$ cat config.mk
export PLATFORM = sky130hd
export DESIGN_NAME = current_sense_average_calibrate_top
export DESIGN_NICKNAME = d
export VERILOG_FILES = /design/src/rtl/core/csac_pkg.sv /design/src/rtl/core/csac_ram.sv /design/src/rtl/core/csac_div.sv /design/src/rtl/core/current_sense_average_calibrate_top.sv
export VERILOG_INCLUDE_DIRS = /design/src /design/src/rtl/core
export SDC_FILE = /design/constraint.sdc
export NUM_CORES = 2
export LEC_CHECK = 0
export BUFFER_PORTS_ARGS = -buffer_cell sky130_fd_sc_hd__buf_2
export CAP_MARGIN = 20
export CORE_ASPECT_RATIO = 1.2
export CORE_MARGIN = 2
export CORE_UTILIZATION = 40
export DETAILED_ROUTE_END_ITERATION = 10
export PLACE_DENSITY = 0.53
export SETUP_SLACK_MARGIN = 0.2
export SYNTH_ARGS = -nofsm -noshare
export SYNTH_HDL_FRONTEND = slang
export SYNTH_SLANG_ARGS = --single-unit
$ cat constraint.sdc
create_clock -name i_clk -period 10.45 [get_ports i_clk]
set_input_delay 2.09 -clock i_clk [delete_from_list [all_inputs] [get_ports i_clk]]
set_output_delay 2.09 -clock i_clk [all_outputs]
set_load 0.05 [all_outputs]
$ cat src/rtl/core/assert_macros.svh
// Assertion macros shared by the current-sense averaging core.
// Both forms sample on the rising clock edge and hold off while reset is low.
`ifndef ASSERT_MACROS_SVH
`define ASSERT_MACROS_SVH

// A property that must hold at every clock edge out of reset.
`define CSAC_ASSERT_CLK(lbl, clk, rst_n, prop, msg) \
    lbl: assert property (@(posedge clk) disable iff (!(rst_n)) (prop)) \
        else $error(msg);

// An antecedent that, when true, requires the consequent in the same cycle.
`define CSAC_ASSERT_IMPL(lbl, clk, rst_n, ante, cons, msg) \
    lbl: assert property (@(posedge clk) disable iff (!(rst_n)) (ante) |-> (cons)) \
        else $error(msg);

`endif

$ cat src/rtl/core/csac_pkg.sv
// Shared types, register indexes, reset values and constants of the
// current-sense averaging core. No dependencies.
`timescale 1ns / 1ps

package csac_pkg;

    localparam int CSAC_WINDOW_LEN  = 10;
    localparam int CSAC_SAMPLE_BITS = 12;

    localparam int CFG_W      = 16;
    localparam int DIGIT_W    = 16;
    localparam int OUT_W      = 25;
    localparam int OUT_MAX    = 16777215;
    localparam int OUT_MIN    = -16777216;
    localparam int ROUND_HALF = 128;
    localparam int REG_IDX_W  = 3;

    typedef logic [REG_IDX_W-1:0]    t_reg_idx;
    typedef logic [CFG_W-1:0]        t_cfg;
    typedef logic signed [CFG_W-1:0] t_coef;
    typedef logic signed [OUT_W-1:0] t_amps;

    localparam t_reg_idx REG_SCALE     = 3'd0;
    localparam t_reg_idx REG_THRESHOLD = 3'd1;
    localparam t_reg_idx REG_COEF_A    = 3'd2;
    localparam t_reg_idx REG_COEF_B    = 3'd3;
    localparam t_reg_idx REG_COEF_C    = 3'd4;

    localparam t_cfg  RST_SCALE     = 16'd2641;
    localparam t_cfg  RST_THRESHOLD = 16'd640;
    localparam t_coef RST_COEF_A    = 16'sd292;
    localparam t_coef RST_COEF_B    = -16'sd1628;
    localparam t_coef RST_COEF_C    = 16'sd3017;

endpackage

$ cat src/rtl/core/csac_ram.sv
// Generic single-write, single-read RAM with registered read data.
// No dependencies.
`timescale 1ns / 1ps

module csac_ram #(
    parameter int  WIDTH = 8,
    parameter int  DEPTH = 16,
    localparam int AW    = (DEPTH > 1) ? $clog2(DEPTH) : 1
) (
    input  logic             i_clk,
    input  logic             i_we,
    input  logic [AW-1:0]    i_waddr,
    input  logic [WIDTH-1:0] i_wdata,
    input  logic             i_re,
    input  logic [AW-1:0]    i_raddr,
    output logic [WIDTH-1:0] o_rdata
);

    logic [WIDTH-1:0] r_mem [DEPTH];
    logic [WIDTH-1:0] r_rdata;

    always_ff @(posedge i_clk) begin
        if (i_we) begin
            r_mem[i_waddr] <= i_wdata;
        end
        if (i_re) begin
            r_rdata <= r_mem[i_raddr];
        end
    end

    assign o_rdata = r_rdata;

endmodule

$ cat src/rtl/core/csac_div.sv
// Iterative unsigned restoring divider, two quotient bits per cycle.
// No dependencies.
`timescale 1ns / 1ps

module csac_div #(
    parameter int DW = 32,
    parameter int VW = 4
) (
    input  logic          i_clk,
    input  logic          i_rst_n,
    input  logic          i_start,
    input  logic [DW-1:0] i_dividend,
    input  logic [VW-1:0] i_divisor,
    output logic [DW-1:0] o_quotient,
    output logic          o_done
);

    localparam int DWP   = DW + (DW % 2);
    localparam int STEPS = DWP / 2;
    localparam int CW    = $clog2(STEPS + 1);

    logic [DWP-1:0] r_q;
    logic [VW-1:0]  r_rem;
    logic [VW-1:0]  r_div;
    logic [CW-1:0]  r_cnt;
    logic           r_done;

    logic [VW:0]   w_t1;
    logic [VW:0]   w_t2;
    logic          w_ge1;
    logic          w_ge2;
    logic [VW-1:0] w_rem1;
    logic [VW-1:0] w_rem2;

    // Two dependent trial subtractions on the narrow partial remainder.
    always_comb begin
        w_t1   = {r_rem, r_q[DWP-1]};
        w_ge1  = (w_t1 >= {1'b0, r_div});
        w_rem1 = w_ge1 ? VW'(w_t1 - {1'b0, r_div}) : VW'(w_t1);
        w_t2   = {w_rem1, r_q[DWP-2]};
        w_ge2  = (w_t2 >= {1'b0, r_div});
        w_rem2 = w_ge2 ? VW'(w_t2 - {1'b0, r_div}) : VW'(w_t2);
    end

    always_ff @(posedge i_clk) begin
        if (!i_rst_n) begin
            r_cnt  <= '0;
            r_done <= 1'b0;
        end else begin
            r_done <= 1'b0;
            if (i_start) begin
                r_cnt <= CW'(STEPS);
            end else if (r_cnt != '0) begin
                r_cnt <= r_cnt - CW'(1);
                if (r_cnt == CW'(1)) begin
                    r_done <= 1'b1;
                end
            end
        end
    end

    always_ff @(posedge i_clk) begin
        if (i_start) begin
            r_q   <= DWP'(i_dividend);
            r_rem <= '0;
            r_div <= i_divisor;
        end else if (r_cnt != '0) begin
            r_q   <= {r_q[DWP-3:0], w_ge1, w_ge2};
            r_rem <= w_rem2;
        end
    end

    assign o_quotient = r_q[DW-1:0];
    assign o_done     = r_done;

endmodule

$ cat src/rtl/core/current_sense_average_calibrate_top.sv
// Current-sense averaging and calibration core. Each input transfer carries one supply and
// one battery ADC count; each output transfer returns both channels as signed Q16.8 amps,
// saturated to 25 bits. Each channel is averaged over the last WINDOW_LEN samples (over all
// samples seen so far while the window fills), scaled by count_to_amps_scale, and, when the
// Q8.8 average exceeds calibration_threshold, corrected by a*m^2 + b*m + c. The block takes
// one item at a time: o_ready is high only while idle, and a finished result waits in the
// output register, so the next item is taken while it waits. An item occupies the core
// longer when one channel is corrected and longer still when both are. At default
// parameters the time is set by the 16-step radix-4 divider that divides the scaled
// sum by the fill count, once per channel, and by the single shared 17 x 26 bit
// multiplier, which builds m*m and a*m^2 from 16-bit digits over several passes. Samples are
// kept in one RAM of WINDOW_LEN words that holds both channels; a running sum per channel is
// updated by reading the entry about to be overwritten. Configuration writes take effect at
// once and are meant to be made while the core is idle. There is no clearing pass after reset.
// Depends on csac_pkg, csac_ram, csac_div and assert_macros.svh.
`timescale 1ns / 1ps
`include "assert_macros.svh"

module current_sense_average_calibrate_top
    import csac_pkg::*;
#(
    parameter int WINDOW_LEN  = CSAC_WINDOW_LEN,
    parameter int SAMPLE_BITS = CSAC_SAMPLE_BITS
) (
    input  logic                   i_clk,
    input  logic                   i_rst_n,
    input  logic                   i_cfg_we,
    input  t_reg_idx               i_cfg_index,
    input  t_cfg                   i_cfg_wdata,
    input  logic                   i_valid,
    output logic                   o_ready,
    input  logic [SAMPLE_BITS-1:0] i_supply_sample,
    input  logic [SAMPLE_BITS-1:0] i_battery_sample,
    output logic                   o_valid,
    input  logic                   i_ready,
    output t_amps                  o_supply_amps,
    output t_amps                  o_battery_amps
);

    // Width plan. The sum of a full window fits SW bits; the Q8.8 average fits MW bits and
    // its rounded square SQW bits. The accumulator holds a*sq + b*m + c*256 without overflow.
    localparam int FW        = $clog2(WINDOW_LEN + 1);
    localparam int AW        = (WINDOW_LEN > 1) ? $clog2(WINDOW_LEN) : 1;
    localparam int SW        = SAMPLE_BITS + FW;
    localparam int DW        = SW + CFG_W;
    localparam int MW        = SW + 9;
    localparam int XW        = CFG_W + 1;
    localparam int YW        = MW + 1;
    localparam int PW        = XW + YW;
    localparam int SQW       = 2 * MW - 8;
    localparam int ACCW      = SQW + 17;
    localparam int RW        = ACCW - 8;
    localparam int M_DIGITS  = (MW + DIGIT_W - 1) / DIGIT_W;
    localparam int SQ_DIGITS = (SQW + DIGIT_W - 1) / DIGIT_W;
    localparam int MPW       = M_DIGITS * DIGIT_W;
    localparam int SQPW      = SQ_DIGITS * DIGIT_W;
    localparam int KW        = $clog2(SQ_DIGITS);

    localparam logic [3:0] S_IDLE      = 4'd0;
    localparam logic [3:0] S_RD        = 4'd1;
    localparam logic [3:0] S_MUL_SCALE = 4'd2;
    localparam logic [3:0] S_DIV_START = 4'd3;
    localparam logic [3:0] S_DIV_WAIT  = 4'd4;
    localparam logic [3:0] S_CMP       = 4'd5;
    localparam logic [3:0] S_SQ_MUL    = 4'd6;
    localparam logic [3:0] S_SQ_ACC    = 4'd7;
    localparam logic [3:0] S_SQ_RND    = 4'd8;
    localparam logic [3:0] S_A_MUL     = 4'd9;
    localparam logic [3:0] S_A_ACC     = 4'd10;
    localparam logic [3:0] S_B_MUL     = 4'd11;
    localparam logic [3:0] S_B_ACC     = 4'd12;
    localparam logic [3:0] S_FIN       = 4'd13;
    localparam logic [3:0] S_DONE      = 4'd14;

    // Control state.
    logic [3:0]    r_state, n_state;
    logic          r_ch, n_ch;
    logic [KW-1:0] r_k, n_k;
    logic [FW-1:0] r_fill, n_fill;
    logic [AW-1:0] r_slot, n_slot;
    logic [SW-1:0] r_sum [2];
    logic [SW-1:0] n_sum [2];
    logic          r_out_valid, n_out_valid;

    // Configuration registers.
    t_cfg  r_scale;
    t_cfg  r_thr;
    t_coef r_coef_a;
    t_coef r_coef_b;
    t_coef r_coef_c;

    // Datapath registers.
    logic [SAMPLE_BITS-1:0] r_new_s;
    logic [SAMPLE_BITS-1:0] r_new_b;
    logic signed [PW-1:0]   r_prod;
    logic [MW-1:0]          r_m;
    logic [SQW-1:0]         r_sq;
    logic signed [ACCW-1:0] r_acc;
    t_amps                  r_res [2];
    t_amps                  r_out_s;
    t_amps                  r_out_b;

    logic                     w_in_xfer;
    logic                     w_out_xfer;
    logic                     w_full;
    logic [2*SAMPLE_BITS-1:0] w_ram_rdata;
    logic [SAMPLE_BITS-1:0]   w_old_s;
    logic [SAMPLE_BITS-1:0]   w_old_b;
    logic                     w_div_start;
    logic [DW-1:0]            w_quot;
    logic                     w_div_done;
    logic [DW:0]              w_q_rnd;
    logic                     w_m_gt;
    logic [MPW-1:0]           w_m_pad;
    logic [SQPW-1:0]          w_sq_pad;
    logic signed [XW-1:0]     w_mul_x;
    logic signed [YW-1:0]     w_mul_y;
    logic signed [PW-1:0]     w_prod;
    logic signed [ACCW-1:0]   w_prod_ext;
    logic signed [ACCW-1:0]   w_prod_sh;
    logic signed [ACCW-1:0]   w_acc_rnd;
    logic signed [RW-1:0]     w_sat_in;
    t_amps                    w_sat;

    assign o_ready    = (r_state == S_IDLE);
    assign w_in_xfer  = i_valid && o_ready;
    assign w_out_xfer = r_out_valid && i_ready;

    // The entry at the write slot holds a live sample only once the window is full;
    // while it fills, the slot still points at an entry that was never written.
    assign w_full  = (r_fill == FW'(WINDOW_LEN));
    assign w_old_s = w_full ? w_ram_rdata[SAMPLE_BITS-1:0] : '0;
    assign w_old_b = w_full ? w_ram_rdata[2*SAMPLE_BITS-1:SAMPLE_BITS] : '0;

    // Both channels share one sample RAM. The old entry is read on the transfer edge and
    // the new pair is written over it in the following cycle.
    csac_ram #(
        .WIDTH (2 * SAMPLE_BITS),
        .DEPTH (WINDOW_LEN)
    ) u_window (
        .i_clk   (i_clk),
        .i_we    (r_state == S_RD),
        .i_waddr (r_slot),
        .i_wdata ({r_new_b, r_new_s}),
        .i_re    (w_in_xfer),
        .i_raddr (r_slot),
        .o_rdata (w_ram_rdata)
    );

    // Scaled sum divided by the fill count gives the average in Q.16.
    assign w_div_start = (r_state == S_DIV_START);

    csac_div #(
        .DW (DW),
        .VW (FW)
    ) u_div (
        .i_clk      (i_clk),
        .i_rst_n    (i_rst_n),
        .i_start    (w_div_start),
        .i_dividend (r_prod[DW-1:0]),
        .i_divisor  (r_fill),
        .o_quotient (w_quot),
        .o_done     (w_div_done)
    );

    // Round Q.16 to Q8.8, half up.
    assign w_q_rnd = {1'b0, w_quot} + (DW + 1)'(ROUND_HALF);
    assign w_m_gt  = (r_m > MW'(r_thr));

    assign w_m_pad  = MPW'(r_m);
    assign w_sq_pad = SQPW'(r_sq);

    // Operand selection for the shared multiplier. Wide operands are fed as unsigned
    // 16-bit digits; the accumulator adds each partial product at its digit weight.
    always_comb begin
        unique case (r_state)
            S_MUL_SCALE: begin
                w_mul_x = $signed({1'b0, r_scale});
                w_mul_y = $signed(YW'(r_sum[r_ch]));
            end
            S_SQ_MUL: begin
                w_mul_x = $signed({1'b0, w_m_pad[r_k*DIGIT_W +: DIGIT_W]});
                w_mul_y = $signed(YW'(r_m));
            end
            S_A_MUL: begin
                w_mul_x = $signed({1'b0, w_sq_pad[r_k*DIGIT_W +: DIGIT_W]});
                w_mul_y = YW'(r_coef_a);
            end
            S_B_MUL: begin
                w_mul_x = XW'(r_coef_b);
                w_mul_y = $signed(YW'(r_m));
            end
            default: begin
                w_mul_x = '0;
                w_mul_y = '0;
            end
        endcase
    end

    assign w_prod     = w_mul_x * w_mul_y;
    assign w_prod_ext = ACCW'(r_prod);
    assign w_prod_sh  = w_prod_ext <<< (r_k * DIGIT_W);
    assign w_acc_rnd  = r_acc + ACCW'(ROUND_HALF);

    // The corrected value is floor((P + 128) / 256); an uncorrected average passes as is.
    assign w_sat_in = (r_state == S_FIN) ? $signed(w_acc_rnd[ACCW-1:8])
                                         : $signed(RW'(r_m));

    always_comb begin
        priority if (w_sat_in > RW'(OUT_MAX)) begin
            w_sat = t_amps'(OUT_MAX);
        end else if (w_sat_in < RW'(OUT_MIN)) begin
            w_sat = t_amps'(OUT_MIN);
        end else begin
            w_sat = w_sat_in[OUT_W-1:0];
        end
    end

    // Sequencer.
    always_comb begin
        n_state     = r_state;
        n_ch        = r_ch;
        n_k         = r_k;
        n_fill      = r_fill;
        n_slot      = r_slot;
        n_sum[0]    = r_sum[0];
        n_sum[1]    = r_sum[1];
        n_out_valid = r_out_valid;
        if (w_out_xfer) begin
            n_out_valid = 1'b0;
        end
        unique case (r_state)
            S_IDLE: begin
                if (i_valid) begin
                    n_state = S_RD;
                end
            end
            S_RD: begin
                n_sum[0] = r_sum[0] + SW'(r_new_s) - SW'(w_old_s);
                n_sum[1] = r_sum[1] + SW'(r_new_b) - SW'(w_old_b);
                if (!w_full) begin
                    n_fill = r_fill + FW'(1);
                end
                n_slot  = (r_slot == AW'(WINDOW_LEN - 1)) ? '0 : r_slot + AW'(1);
                n_ch    = 1'b0;
                n_state = S_MUL_SCALE;
            end
            S_MUL_SCALE: n_state = S_DIV_START;
            S_DIV_START: n_state = S_DIV_WAIT;
            S_DIV_WAIT: begin
                if (w_div_done) begin
                    n_state = S_CMP;
                end
            end
            S_CMP: begin
                if (w_m_gt) begin
                    n_k     = '0;
                    n_state = S_SQ_MUL;
                end else if (!r_ch) begin
                    n_ch    = 1'b1;
                    n_state = S_MUL_SCALE;
                end else begin
                    n_state = S_DONE;
                end
            end
            S_SQ_MUL: n_state = S_SQ_ACC;
            S_SQ_ACC: begin
                if (r_k == KW'(M_DIGITS - 1)) begin
                    n_k     = '0;
                    n_state = S_SQ_RND;
                end else begin
                    n_k     = r_k + KW'(1);
                    n_state = S_SQ_MUL;
                end
            end
            S_SQ_RND: n_state = S_A_MUL;
            S_A_MUL:  n_state = S_A_ACC;
            S_A_ACC: begin
                if (r_k == KW'(SQ_DIGITS - 1)) begin
                    n_k     = '0;
                    n_state = S_B_MUL;
                end else begin
                    n_k     = r_k + KW'(1);
                    n_state = S_A_MUL;
                end
            end
            S_B_MUL: n_state = S_B_ACC;
            S_B_ACC: n_state = S_FIN;
            S_FIN: begin
                if (!r_ch) begin
                    n_ch    = 1'b1;
                    n_state = S_MUL_SCALE;
                end else begin
                    n_state = S_DONE;
                end
            end
            S_DONE: begin
                if (!r_out_valid || i_ready) begin
                    n_out_valid = 1'b1;
                    n_state     = S_IDLE;
                end
            end
            default: n_state = S_IDLE;
        endcase
    end

    always_ff @(posedge i_clk) begin
        if (!i_rst_n) begin
            r_state     <= S_IDLE;
            r_ch        <= 1'b0;
            r_k         <= '0;
            r_fill      <= '0;
            r_slot      <= '0;
            r_sum[0]    <= '0;
            r_sum[1]    <= '0;
            r_out_valid <= 1'b0;
        end else begin
            r_state     <= n_state;
            r_ch        <= n_ch;
            r_k         <= n_k;
            r_fill      <= n_fill;
            r_slot      <= n_slot;
            r_sum[0]    <= n_sum[0];
            r_sum[1]    <= n_sum[1];
            r_out_valid <= n_out_valid;
        end
    end

    // Configuration writes; indexes past the last register are ignored.
    always_ff @(posedge i_clk) begin
        if (!i_rst_n) begin
            r_scale  <= RST_SCALE;
            r_thr    <= RST_THRESHOLD;
            r_coef_a <= RST_COEF_A;
            r_coef_b <= RST_COEF_B;
            r_coef_c <= RST_COEF_C;
        end else if (i_cfg_we) begin
            unique case (i_cfg_index)
                REG_SCALE:     r_scale  <= i_cfg_wdata;
                REG_THRESHOLD: r_thr    <= i_cfg_wdata;
                REG_COEF_A:    r_coef_a <= $signed(i_cfg_wdata);
                REG_COEF_B:    r_coef_b <= $signed(i_cfg_wdata);
                REG_COEF_C:    r_coef_c <= $signed(i_cfg_wdata);
                default: ;
            endcase
        end
    end

    // Datapath.
    always_ff @(posedge i_clk) begin
        r_prod <= w_prod;
        if (w_in_xfer) begin
            r_new_s <= i_supply_sample;
            r_new_b <= i_battery_sample;
        end
        unique case (r_state)
            S_DIV_WAIT: begin
                if (w_div_done) begin
                    r_m <= w_q_rnd[DW:8];
                end
            end
            S_CMP: begin
                r_acc <= '0;
                if (!w_m_gt) begin
                    r_res[r_ch] <= w_sat;
                end
            end
            S_SQ_ACC, S_A_ACC, S_B_ACC: begin
                r_acc <= r_acc + w_prod_sh;
            end
            S_SQ_RND: begin
                r_sq  <= w_acc_rnd[SQW+7:8];
                r_acc <= ACCW'(r_coef_c) <<< 8;
            end
            S_FIN: begin
                r_res[r_ch] <= w_sat;
            end
            S_DONE: begin
                if (!r_out_valid || i_ready) begin
                    r_out_s <= r_res[0];
                    r_out_b <= r_res[1];
                end
            end
            default: ;
        endcase
    end

    assign o_valid        = r_out_valid;
    assign o_supply_amps  = r_out_s;
    assign o_battery_amps = r_out_b;

    // The fill count never passes the window length.
    `CSAC_ASSERT_CLK(a_fill_bound, i_clk, i_rst_n, r_fill <= FW'(WINDOW_LEN), "fill count beyond window")
    // While the window fills, the write slot tracks the fill count.
    `CSAC_ASSERT_IMPL(a_slot_tracks_fill, i_clk, i_rst_n, !w_full, FW'(r_slot) == r_fill, "write slot and fill count disagree")
    // The divider finishes only while the sequencer waits for it.
    `CSAC_ASSERT_IMPL(a_div_done_wait, i_clk, i_rst_n, w_div_done, r_state == S_DIV_WAIT, "divider result arrived outside its wait state")
    // The fill count moves only together with a write to the sample RAM.
    `CSAC_ASSERT_IMPL(a_fill_after_write, i_clk, i_rst_n, $past(i_rst_n) && (r_fill != $past(r_fill)), $past(r_state) == S_RD, "fill count changed without a window write")

endmodule
# ---- Yosys cells after proc, flatten, opt, wreduce, memory -nomap -nowiden
# Memories as Yosys holds them, arrays and structs flattened. A register that Yosys moved wholly into a read port is not among the register bits.
# Index checks and enable logic that the tools add are counted.
# W data, S select, Z words.
dict set report totals {
  reg_bits 335
  latch_bits 0
  mem_bits_rw 322
  romBits 0
  inputBits 48
  memories 3
}
dict set report op_classes {
  add_sub_neg 13
  mul 1
  n_div 0
  order_cmp 5
  n_eq_ne 28
  shifts 3
  mux 48
  bitwise 6
  n_reduce_logical 26
}
# name words width read_ports rd_ports_with_merged_regs write_ports line_no
set mem_list {}
lappend mem_list {u_window.r_mem 10 24 1 1 1 csac_ram.sv:19} ;# logic [WIDTH-1:0] r_mem [DEPTH];
lappend mem_list {r_res 2 25 2 2 1 current_sense_average_calibrate_top.sv:99} ;# t_amps r_res [2];
lappend mem_list {r_sum 2 16 3 1 2 current_sense_average_calibrate_top.sv:81} ;# logic [SW-1:0] r_sum [2];
# operator n
set ops {}
lappend ops {{$pmux W59 S3} 1}
lappend ops {{$mux W32} 3}
lappend ops {{$pmux W26 S3} 1}
lappend ops {{$mux W25} 3}
lappend ops {{$pmux W17 S4} 1}
lappend ops {{$pmux W4 S15} 1}
lappend ops {{$add A59 B59 Y59} 1}
lappend ops {{$add A59 B9 Y59 const B} 1}
lappend ops {{$sshl A43 B6 Y59} 1}
lappend ops {{$gt A51 B25 Y1 const B} 1}
lappend ops {{$lt A51 B25 Y1 const B} 1}
lappend ops {{$mux W51} 1}
lappend ops {{$shiftx A48 B7 Y16} 1}
lappend ops {{$mul A17 B26 Y43} 1}
lappend ops {{$eq A4 B4 Y1 const B} 9}
lappend ops {{$mux W4} 9}
lappend ops {{$add A32 B8 Y33 const B} 1}
lappend ops {{$add A16 B12 Y16} 2}
lappend ops {{$mux W16} 2}
lappend ops {{$shiftx A32 B7 Y16} 1}
lappend ops {{$sub A16 B12 Y16} 2}
lappend ops {{$gt A25 B16 Y1} 1}
lappend ops {{$mux W12} 2}
lappend ops {{$reduce_and A2 Y1} 10}
lappend ops {{34 further kinds} 73}

# ---- Longest topological paths before layout
dict set report logic_depth {
  ltp_word 6
  depth_mapped 36
}

# ---- Cells and area by module
# A second synthesis with hierarchy kept.
dict set report hier_totals {
  hier_cells 5006
  hier_area_um2 52115.0
}
# mod instances cells_each area_per_inst_um2 seq_area_each_um2
set by_module_without_submodules {}
lappend by_module_without_submodules {current_sense_average_calibrate_top 1 4298 39620.5 10950.5}
lappend by_module_without_submodules {csac_ram 1 528 10103.4 7927.6}
lappend by_module_without_submodules {csac_div 1 180 2391.0 1281.2}

# ---- Worst setup path before layout
# Ideal clock, no wire load.
dict set report synth_path {
  path_type {register -> register}
  start {register r_state[3]}
  end {register r_prod[39]}
  setup_time_ns 0.072
  arrival_ns 8.129
  t_required_ns 10.378
  path_slack_ns 2.249
  path_stages_with_launch 34
  period_less_slack_ns 8.201
  path_cell_list {dfxtp_1 buf_6 clkinv_1 nor2_1 nand2_1 clkbuf_1 nand2_1 a31o_2 a31oi_1 a221oi_1 clkbuf_1 nor2_1 fa_1 inv_1 fa_1 fa_1 inv_1 fa_1 fa_1 inv_1 fa_1 inv_1 ha_1 a22o_1 nor4_1 nand2_1 o31ai_1 or3_1 a21oi_1 a311oi_1 o21ai_0 a311o_1 a21oi_1 xnor2_1}
}
dict set report synth_via {
  elab_chain_len 4
}
# item line_no
set synth_rtl {}
lappend synth_rtl {{start, declared} current_sense_average_calibrate_top.sv:76} ;# logic [3:0] r_state, n_state;
lappend synth_rtl {{start signal, assigned} current_sense_average_calibrate_top.sv:318} ;# r_state <= n_state;
lappend synth_rtl {{$eq A4 B4 Y1 / $eq A4 B3 Y1 (equally long branches)} current_sense_average_calibrate_top.sv:176} ;# unique case (r_state)
lappend synth_rtl {{$reduce_or A2 Y1 (no line)} --}
lappend synth_rtl {{$pmux W26 S3} current_sense_average_calibrate_top.sv:176}
lappend synth_rtl {{$mul A17 B26 Y43 *} current_sense_average_calibrate_top.sv:200} ;# assign w_prod = w_mul_x * w_mul_y;
lappend synth_rtl {{via w_prod[39]} current_sense_average_calibrate_top.sv:118} ;# logic signed [PW-1:0] w_prod;
lappend synth_rtl {{end signal, assigned} current_sense_average_calibrate_top.sv:351} ;# r_prod <= w_prod;
lappend synth_rtl {{end, declared} current_sense_average_calibrate_top.sv:95} ;# logic signed [PW-1:0] r_prod;
# Mark *: on every way through the listed nets, which the timed path passes. The rest lies on a longest branch.
# A chain may end at the register's enable or synchronous reset.

# ---- Final worst setup path
dict set report layout_path {
  start {register r_state[0]}
  end {register r_prod[39]}
}
# Same word-level chain as after synthesis.

==> results.sh <==
export IMPL_power_leakage_uw=0.0232
export IMPL_coreArea_um2=127000
export IMPL_min_period_ns=9.67
export IMPL_hold_class="reg -> reg"
export IMPL_ir_worst_vdd_mv=0.147
export IMPL_die_area_um2=131000
export IMPL_synth_edf_count=550
export IMPL_wl_um=152000
export IMPL_max_slew_margin_pct=21.7
export IMPL_crit_path_end_kind="register"
export IMPL_cts_buffers=83
export IMPL_gr_usage_all_layers_pct=23.5
export IMPL_avgSynthCellArea_um2=10.3
export IMPL_outcome="completed"
export IMPL_crit_fanout=32
export IMPL_wl_per_cell_um=22.4
export IMPL_clock_path_buffers=3
export IMPL_antenna_found_initial=1
export IMPL_n_antenna_cell=0
export IMPL_drive_gt1_share_pct=9.25
export IMPL_r2r_start="r_state[0]"
export IMPL_nets=5775
export IMPL_stdcell_area_um2=56800
export IMPL_synth_fp_nets=5683
export IMPL_worstSetupStartpoint="r_state[0]"
export IMPL_holdCritStartpoint="r_res[0][8]"
export IMPL_cts_root_buf="clkbuf_16"
export IMPL_io_buffers=99
export IMPL_final_period_utilization_pct=92.5
export IMPL_placed_cell_area_um2=54000
export IMPL_synth_top_cell_by_area="edfxtp_1"
export IMPL_critPathKind="reg -> reg"
export IMPL_report_final_slew_viol_count=0
export IMPL_hpwl_um=115000
export IMPL_overflow=0
export IMPL_cpPeakStageDelay_ns=0.73
export IMPL_grt_pass1_vias=36757
export IMPL_p_per_area_nw_per_um2=146
export IMPL_area_growth_pct=11.0
export IMPL_gp_congestion=0.927
export IMPL_die_h_um=396
export IMPL_num_vias=36245
export IMPL_clk_latency_ns=0.67
export IMPL_cpMaxStageDelayCell="dfxtp_1"
export IMPL_holdWs_ns=0.417
export IMPL_synth_cell_types=81
export IMPL_yosysWarnings=0
export IMPL_clock_sinks=732
export IMPL_crit_top_cell="fa_1"
export IMPL_layout_commonest_cell="nand2_1"
export IMPL_fin_cells=6781
export IMPL_boundaryPins=100
export IMPL_postRouteAntennaNets=0
export IMPL_power_total_uw=8300
export IMPL_drc=0
export IMPL_drtIter0Drc=2858
export IMPL_vias_per_cell=5.35
export IMPL_dr_pass1_iters=6
export IMPL_dp_cells=6625
export IMPL_fmax_ghz=0.103
export IMPL_syn_area_um2=51200
export IMPL_rsz0062_at_grt="no"
export IMPL_cap_violations=0
export IMPL_start_util_pct=40.3
export IMPL_post_cts_buffers=0
export IMPL_layout_common_cells="nand2_1 (685), inv_1 (657), edfxtp_1 (550), fa_1 (458), nor2_1 (407)"
export IMPL_cts_htree_levels=3
export IMPL_arrival_ns=10.19
export IMPL_grt_max_degree=96
export IMPL_async_reset_ff_share_pct=0
export IMPL_ys_seq_elements=732
export IMPL_synth_area_leaders="edfxtp_1 (32%), fa_1 (18%), dfxtp_1 (7.1%), ha_1 (5.5%), nand2_1 (5.0%)"
export IMPL_synth_main_ff_cell="edfxtp_1"
export IMPL_worstMarginPinSlew_ns=1.17
export IMPL_required_ns=10.98
export IMPL_cts_hold_buf=0
export IMPL_cp_start_kind="register"
export IMPL_cts_tree="yes"
export IMPL_setup_viol=0
export IMPL_rrSetupSlack_ns=0.78
export IMPL_grt_pass1_wl_um=231000
export IMPL_clock_skew_ns=0.0331
export IMPL_tns_ns=0
export IMPL_hold_viol_final=0
export IMPL_yosysTopAreaCellShare_pct=32.3
export IMPL_cts_clk_slew_worst_paths_ns=0.06
export IMPL_ys_seq_area_share_pct=39.4
export IMPL_dieWidth_um=330
export IMPL_syn_inst=4953
export IMPL_cts_resized_gates=0
export IMPL_row_count=143
==> registers in the layout, indices dropped and copies added (netlist names), 16 cells and up, named ones only <==
signal and flops:
u_window.r_mem 240, r_m 25, r_prod 43, u_window.o_rdata 24, o_supply_amps 25, o_battery_amps 25, r_scale 16, r_coef_b 16
r_coef_a 16, r_acc 59, r_sq 42, r_thr 16, u_div.o_quotient 32, r_sum 32, r_res 50, r_coef_c 16
==> per-stage QoR <==
| step | utilization, % | setup slack, ns |
|---|---|---|
| final | 44.8 | 0.784 |
| after global routing | 44.8 | 0.203 |
| after CTS | 44.7 | 0.719 |
| after detailed placement | 42.6 | 0.783 |
| after global placement | 42.6 | 0.896 |
| after floorplan | - | 2.25 |
==> worst max-delay path: cells and delay by family (launching register included) <==
kind            cells  cell delay [ns]
buf+inv             4             0.54
xor+xnor            1             0.13
simple gates        7             2.08
fa+ha+maj           7             3.11
flops               1             0.73
compound gates      9             2.93
==> layout make-up <==
type                            count  area [um2]
Clock buffer                       98        2180
Timing Repair Buffer              211        1340
Multi-Input combinational cell   3358       27900
Sequential cell                   732       20200
Fill cell                       11976       70100
Tap cell                         1667        2090
Inverter                          659        2470
Clock inverter                     56         577
==> cell usage after synthesis, types with 53 or more instances <==
library cell  number
a21oi_1          191
xnor2_1          134
fa_1             458
mux2i_1          112
inv_1            657
o21ai_0          185
nand2_1          686
clkbuf_1         177
xor2_1            70
and2_1            82
a21boi_0          64
ha_1             224
nor2_1           419
nand3_1           99
dfxtp_1          182
edfxtp_1         550
a21o_1            53
==> per-layer routing <==
layer	vias to the layer above	global-route usage (%)	share of wire [%]
met3	266	2.65	4.9
li1	16799	-	-
met1	18097	30.7	42
met5	-	0	0
met2	1083	40.2	49
met4	0	8.42	4.0
==> power breakdown <==
group / switching, uW / total, uW / internal (uW)
logic: 990 / 1670 / 683
clock network: 1260 / 2950 / 1690
registers: 242 / 3670 / 3430
==> final timing paths <==
path                                          to  cells past startpoint
worst max-delay path                  r_prod[39]                     28
worst min-delay path            o_supply_amps[8]                      0
worst max register to register        r_prod[39]                     28
worst min register to register  o_supply_amps[8]                      0
==> kinds of logic (layout without fill, tap and decap cells) <==
logic type	after synthesis	after routing	synth area share (%)
simple gates	1540	1541	13.3
buf+inv	864	1024	6.45
compound gates	768	768	9.62
flops	732	732	39.4
fa+ha+maj	682	682	23.4
xor+xnor	204	204	3.49
mux	163	163	4.37
No activity file was read; power rests on OpenSTA's default activity.
